## config.mk

```make
export PLATFORM = sky130hd
export DESIGN_NAME = wtbl_ctrl
export DESIGN_NICKNAME = d
export VERILOG_FILES = /design/src/rtl/wtbl_pkg.sv /design/src/rtl/wtbl_ctrl.sv
export SDC_FILE = /design/constraint.sdc
export NUM_CORES = 1
export LEC_CHECK = 0
export BUFFER_PORTS_ARGS = -buffer_cell sky130_fd_sc_hd__buf_2
export CORE_AREA = 2 2 39 41
export DETAILED_ROUTE_END_ITERATION = 8
export DIE_AREA = 0 0 41 43
export GPL_TIMING_DRIVEN = 0
export HOLD_SLACK_MARGIN = 0.05
export SLEW_MARGIN = 20
export SYNTH_ARGS = -nofsm -noshare
export SYNTH_HDL_FRONTEND = slang
export SYNTH_SLANG_ARGS = --single-unit
export TNS_END_PERCENT = 50
```

## constraint.sdc

```tcl
create_clock -name clk -period 1.14 [get_ports clk]
set_input_delay 0.114 -clock clk [delete_from_list [all_inputs] [get_ports clk]]
set_output_delay 0.114 -clock clk [all_outputs]
set_load 0.005 [all_outputs]
```

## src/rtl/wtbl_pkg.sv

```systemverilog
// Shared types and constants of the watch table.
// No dependencies.
package wtbl_pkg;

  localparam int TABLE_ENTRIES_DEF = 64;

  localparam int ACTION_W = 2;
  localparam int FD_W     = 16;
  localparam int MASK_W   = 32;
  localparam int TAG_W    = 64;
  localparam int STATUS_W = 3;
  localparam int COUNT_W  = 7;

  localparam logic [ACTION_W-1:0] ACT_ADD     = 2'd0;
  localparam logic [ACTION_W-1:0] ACT_MODIFY  = 2'd1;
  localparam logic [ACTION_W-1:0] ACT_DELETE  = 2'd2;
  localparam logic [ACTION_W-1:0] ACT_UNKNOWN = 2'd3;

  localparam logic [STATUS_W-1:0] ST_OK       = 3'd0;
  localparam logic [STATUS_W-1:0] ST_INVALID  = 3'd1;
  localparam logic [STATUS_W-1:0] ST_EXISTS   = 3'd2;
  localparam logic [STATUS_W-1:0] ST_FULL     = 3'd3;
  localparam logic [STATUS_W-1:0] ST_NOTFOUND = 3'd4;

  typedef struct packed {
    logic [FD_W-1:0]   fd;
    logic [MASK_W-1:0] events;
    logic [TAG_W-1:0]  tag;
  } entry_t;

  // controller -> datapath
  typedef struct packed {
    logic accept;
    logic check;
    logic scan;
    logic act;
    logic move;
    logic finish;
  } cmd_t;

  // datapath -> controller
  typedef struct packed {
    logic bad_req;
    logic scan_done;
    logic need_move;
    logic out_free;
  } sts_t;

endpackage

```

## src/rtl/wtbl_ctrl.sv

```systemverilog
// Request sequencer of the watch table: check, scan, update, move, respond.
// Depends on wtbl_pkg.
module wtbl_ctrl (
  input  logic          clk,
  input  logic          rst_n,
  input  logic          in_valid,
  output logic          in_stall,
  input  wtbl_pkg::sts_t sts,
  output wtbl_pkg::cmd_t cmd
);
  import wtbl_pkg::*;

  localparam logic [2:0] S_IDLE   = 3'd0;
  localparam logic [2:0] S_CHECK  = 3'd1;
  localparam logic [2:0] S_SCAN   = 3'd2;
  localparam logic [2:0] S_ACT    = 3'd3;
  localparam logic [2:0] S_MOVE   = 3'd4;
  localparam logic [2:0] S_FINISH = 3'd5;

  logic [2:0] state_r;
  logic [2:0] state_nxt;

  assign in_stall = !rst_n || (state_r != S_IDLE);

  always_comb begin
    state_nxt = state_r;
    cmd = '0;
    unique case (state_r)
      S_IDLE: begin
        if (in_valid && !in_stall) begin
          cmd.accept = 1'b1;
          state_nxt = S_CHECK;
        end
      end
      S_CHECK: begin
        cmd.check = 1'b1;
        state_nxt = sts.bad_req ? S_FINISH : S_SCAN;
      end
      S_SCAN: begin
        cmd.scan = 1'b1;
        if (sts.scan_done) state_nxt = S_ACT;
      end
      S_ACT: begin
        cmd.act = 1'b1;
        state_nxt = sts.need_move ? S_MOVE : S_FINISH;
      end
      S_MOVE: begin
        cmd.move = 1'b1;
        state_nxt = S_FINISH;
      end
      S_FINISH: begin
        if (sts.out_free) begin
          cmd.finish = 1'b1;
          state_nxt = S_IDLE;
        end
      end
      default: state_nxt = S_IDLE;
    endcase
  end

  always_ff @(posedge clk) begin
    if (!rst_n) begin
      state_r <= S_IDLE;
    end else begin
      state_r <= state_nxt;
    end
  end

endmodule

```

==> impl_metrics.ini <==
[cts]
cts_num_sinks = 3
cts_tree = built
postCtsHoldBufs = 0
clk_latency_ns = 0.24
path_clk_slew_ns = 0.04
numCtsBuffers = 3
clockRootBuffer = clkbuf_4
cts.htree.levels = 1
clock_path_buffers = 2

[power]
p_per_area_nw_per_um2 = 1187
p_leak_nw = 0.1984
p_clk_frac = 0.395
netSwitchingFraction = 0.3038
internal-power_w = 0.0003390
comb_power_share = 0.338
ir_worst_vdd_uv = 328.8
seq_power_share = 0.267
fin_total_pwr_w = 0.0004869
p_sw_w = 0.0001479

[grt]
grt-ovfl-total = 0
track_usage = 0.1004
grt_pass1_vias = 284
grt_pass1_wl_mm = 1.069
grt_max_degree = 11
grt_antenna_before_repair = 0

[synthesis]
ys_warn_count = 0
synthCells = 29
syn_nets = 36
avgSynthCellArea_um2 = 8.198
netlist_area_um2 = 237.7
ys_ff_latch = 3
yosysSeqAreaShare = 0.2526
synth_cell_types = 20

[floorplanning]
dieArea_um2 = 1763
rows = 14
core_region_area_um2 = 1384
die_w_um = 41
io_pins = 14
die_h_um = 43
start_util = 0.1718

[critical_path]
crit_type = flip-flop to output pin
worstPathArrival_ns = 1.28
path_cells = or4b_4, nor2_2, buf_2
end_kind = output pin
cp-start-kind = flip-flop
worst_path_max_delay_cell = or4b_4
slowest_delay_ns = 0.54
crit_buf_inv = 1
crit_required_ns = 1.03
crit_fanout = 3
path_delay_family = simple AND/OR/NAND/NOR gates

[final_layout]
largest-register = state_r
n_antenna_cell = 0
area_growth_syn_to_layout_pct = 72.63
fill_cells = 153
layout_commonest_cell = buf_2
layout_common_cells = buf_2 (13), nor2_1 (3), clkbuf_4 (3), buf_4 (3)
reg_top3 = state_r: 3 flops
stdcell_count = 64
largest_register_ff_count = 3
final_nets = 56
drive_gt1_frac = 0.6458
design_area_um2 = 410.4

[sta]
min_period_over_period = 1.222
tightest_slew_ns = 0.2912
min_period_ns = 1.393
hold_viol = 0
setup-violations-final = 4
relSlewSlack = 0.8034
rsz0062_at_grt = true
setup_tns_ns = -0.4863
setup_ws_ns = -0.2535
finClkSkew_ns = 0.001432
slew_viol_final = 0
clock.fmax_mhz = 717.6

[placed_design]
place_ws_ns = -0.1308
place_area_um2 = 322.8
dpl.hpwl_um = 409.5
gp_congestion = 0.7972
place.port_buffers = 13
placedCellCount = 58

[drt]
routed_wl_um = 687
detail_route.wl_per_cell_um = 10.73
ant_nets = 0
first_iter_violations = 6
drc_errors = 0
vias = 292
dr.pass1.iters = 4
viasPerCell = 4.563

[status]
status = finished with violations
violations = setup timing

[min_path]
hold_class = input port to flip-flop

[run]
drv_cap = 0
## per-layer routing
layer | global-route usage | vias up | share of wire
li1 | - | 142 | -
met1 | 0.09968 | 136 | 0.42
met2 | 0.1313 | 11 | 0.52
met3 | 0.03141 | 3 | 0.033
met4 | 0.1400 | 0 | 0.033
met5 | 0 | - | 0
## through the flow
stage                 util  hold slack, ns
detailed placement  0.2333          0.3929
finish              0.2966          0.1784
global route        0.2966          0.2032
floorplan                -          0.2697
CTS                 0.2866          0.1598
global placement    0.2333          0.3925
## logic make-up (layout without fill, tap and decap cells)
group | count (synthesis) | count (layout) | share of synthesized area
and+or+nand+nor | 13 | 13 | 0.3579
buffers and inverters | 4 | 23 | 0.1263
AOI/OAI and AO/OA | 9 | 9 | 0.2632
DFF | 3 | 3 | 0.2526
## final timing paths
check / startpoint / slack, ns / end / depth (start not counted)
worst max register to register: state_r[1] / 0.03 / state_r[0] / 4
worst min-delay path: sts[1] / 0.18 / state_r[0] / 4
worst min register to register: state_r[0] / 0.63 / state_r[0] / 2
worst max-delay path: state_r[0] / -0.25 / cmd[5] / 3
## synth_stat cells
master | number | share of area
dfxtp_1 | 3 | 0.25
and3b_1 | 1 | 0.037
a21oi_1 | 1 | 0.021
o21ai_0 | 2 | 0.042
inv_1 | 1 | 0.016
clkbuf_1 | 1 | 0.016
nor2_1 | 3 | 0.047
o311ai_0 | 1 | 0.037
and3b_2 | 1 | 0.042
nor3b_1 | 2 | 0.063
nand2_1 | 2 | 0.032
buf_6 | 2 | 0.095
a21boi_0 | 1 | 0.032
nor2_2 | 1 | 0.026
o21bai_1 | 1 | 0.032
a21boi_1 | 1 | 0.032
or4b_4 | 1 | 0.058
o41ai_1 | 1 | 0.037
nand2b_1 | 2 | 0.053
o21a_1 | 1 | 0.032
## worst min-delay path, cell delays in order
cell	delay [ns]
buf_2	0.08
nand2_1	0.04
o311ai_0	0.07
a21boi_1	0.07
## area by class of cell
type | instances | area, µm² | share of cell area
multi-input combinational | 22 | 180.2 | 0.4390
timing repair buffer | 17 | 98.84 | 0.2409
sequential | 3 | 66.31 | 0.1616
clock buffer | 4 | 26.28 | 0.06402
tap | 16 | 20.02 | 0.04878
buffer | 1 | 15.01 | 0.03659
inverter | 1 | 3.754 | 0.009146
## repair_timing
action / in CTS / in global routing
gates resized for setup: 8 / 7
endpoints found under the setup margin: 8 / 8
buffers inserted: 2 / 3
pin swaps: 2 / 3
endpoints found under the hold margin: 0 / 0
gates cloned: 0 / 0
## power by group through the flow
| stage | Sequential (W) | Clock [W] | Combinational, W |
|---|---|---|---|
| floorplan | 0.000124 | 0 | 0.0000916 |
| global placement | 0.000125 | 0 | 0.000135 |
| detailed placement | 0.000125 | 0 | 0.000135 |
| CTS | 0.000125 | 0.000195 | 0.000164 |
| global route | 0.000132 | 0.000201 | 0.000182 |
| finish | 0.000130 | 0.000192 | 0.000165 |
Power figures use the tool's default switching activity.
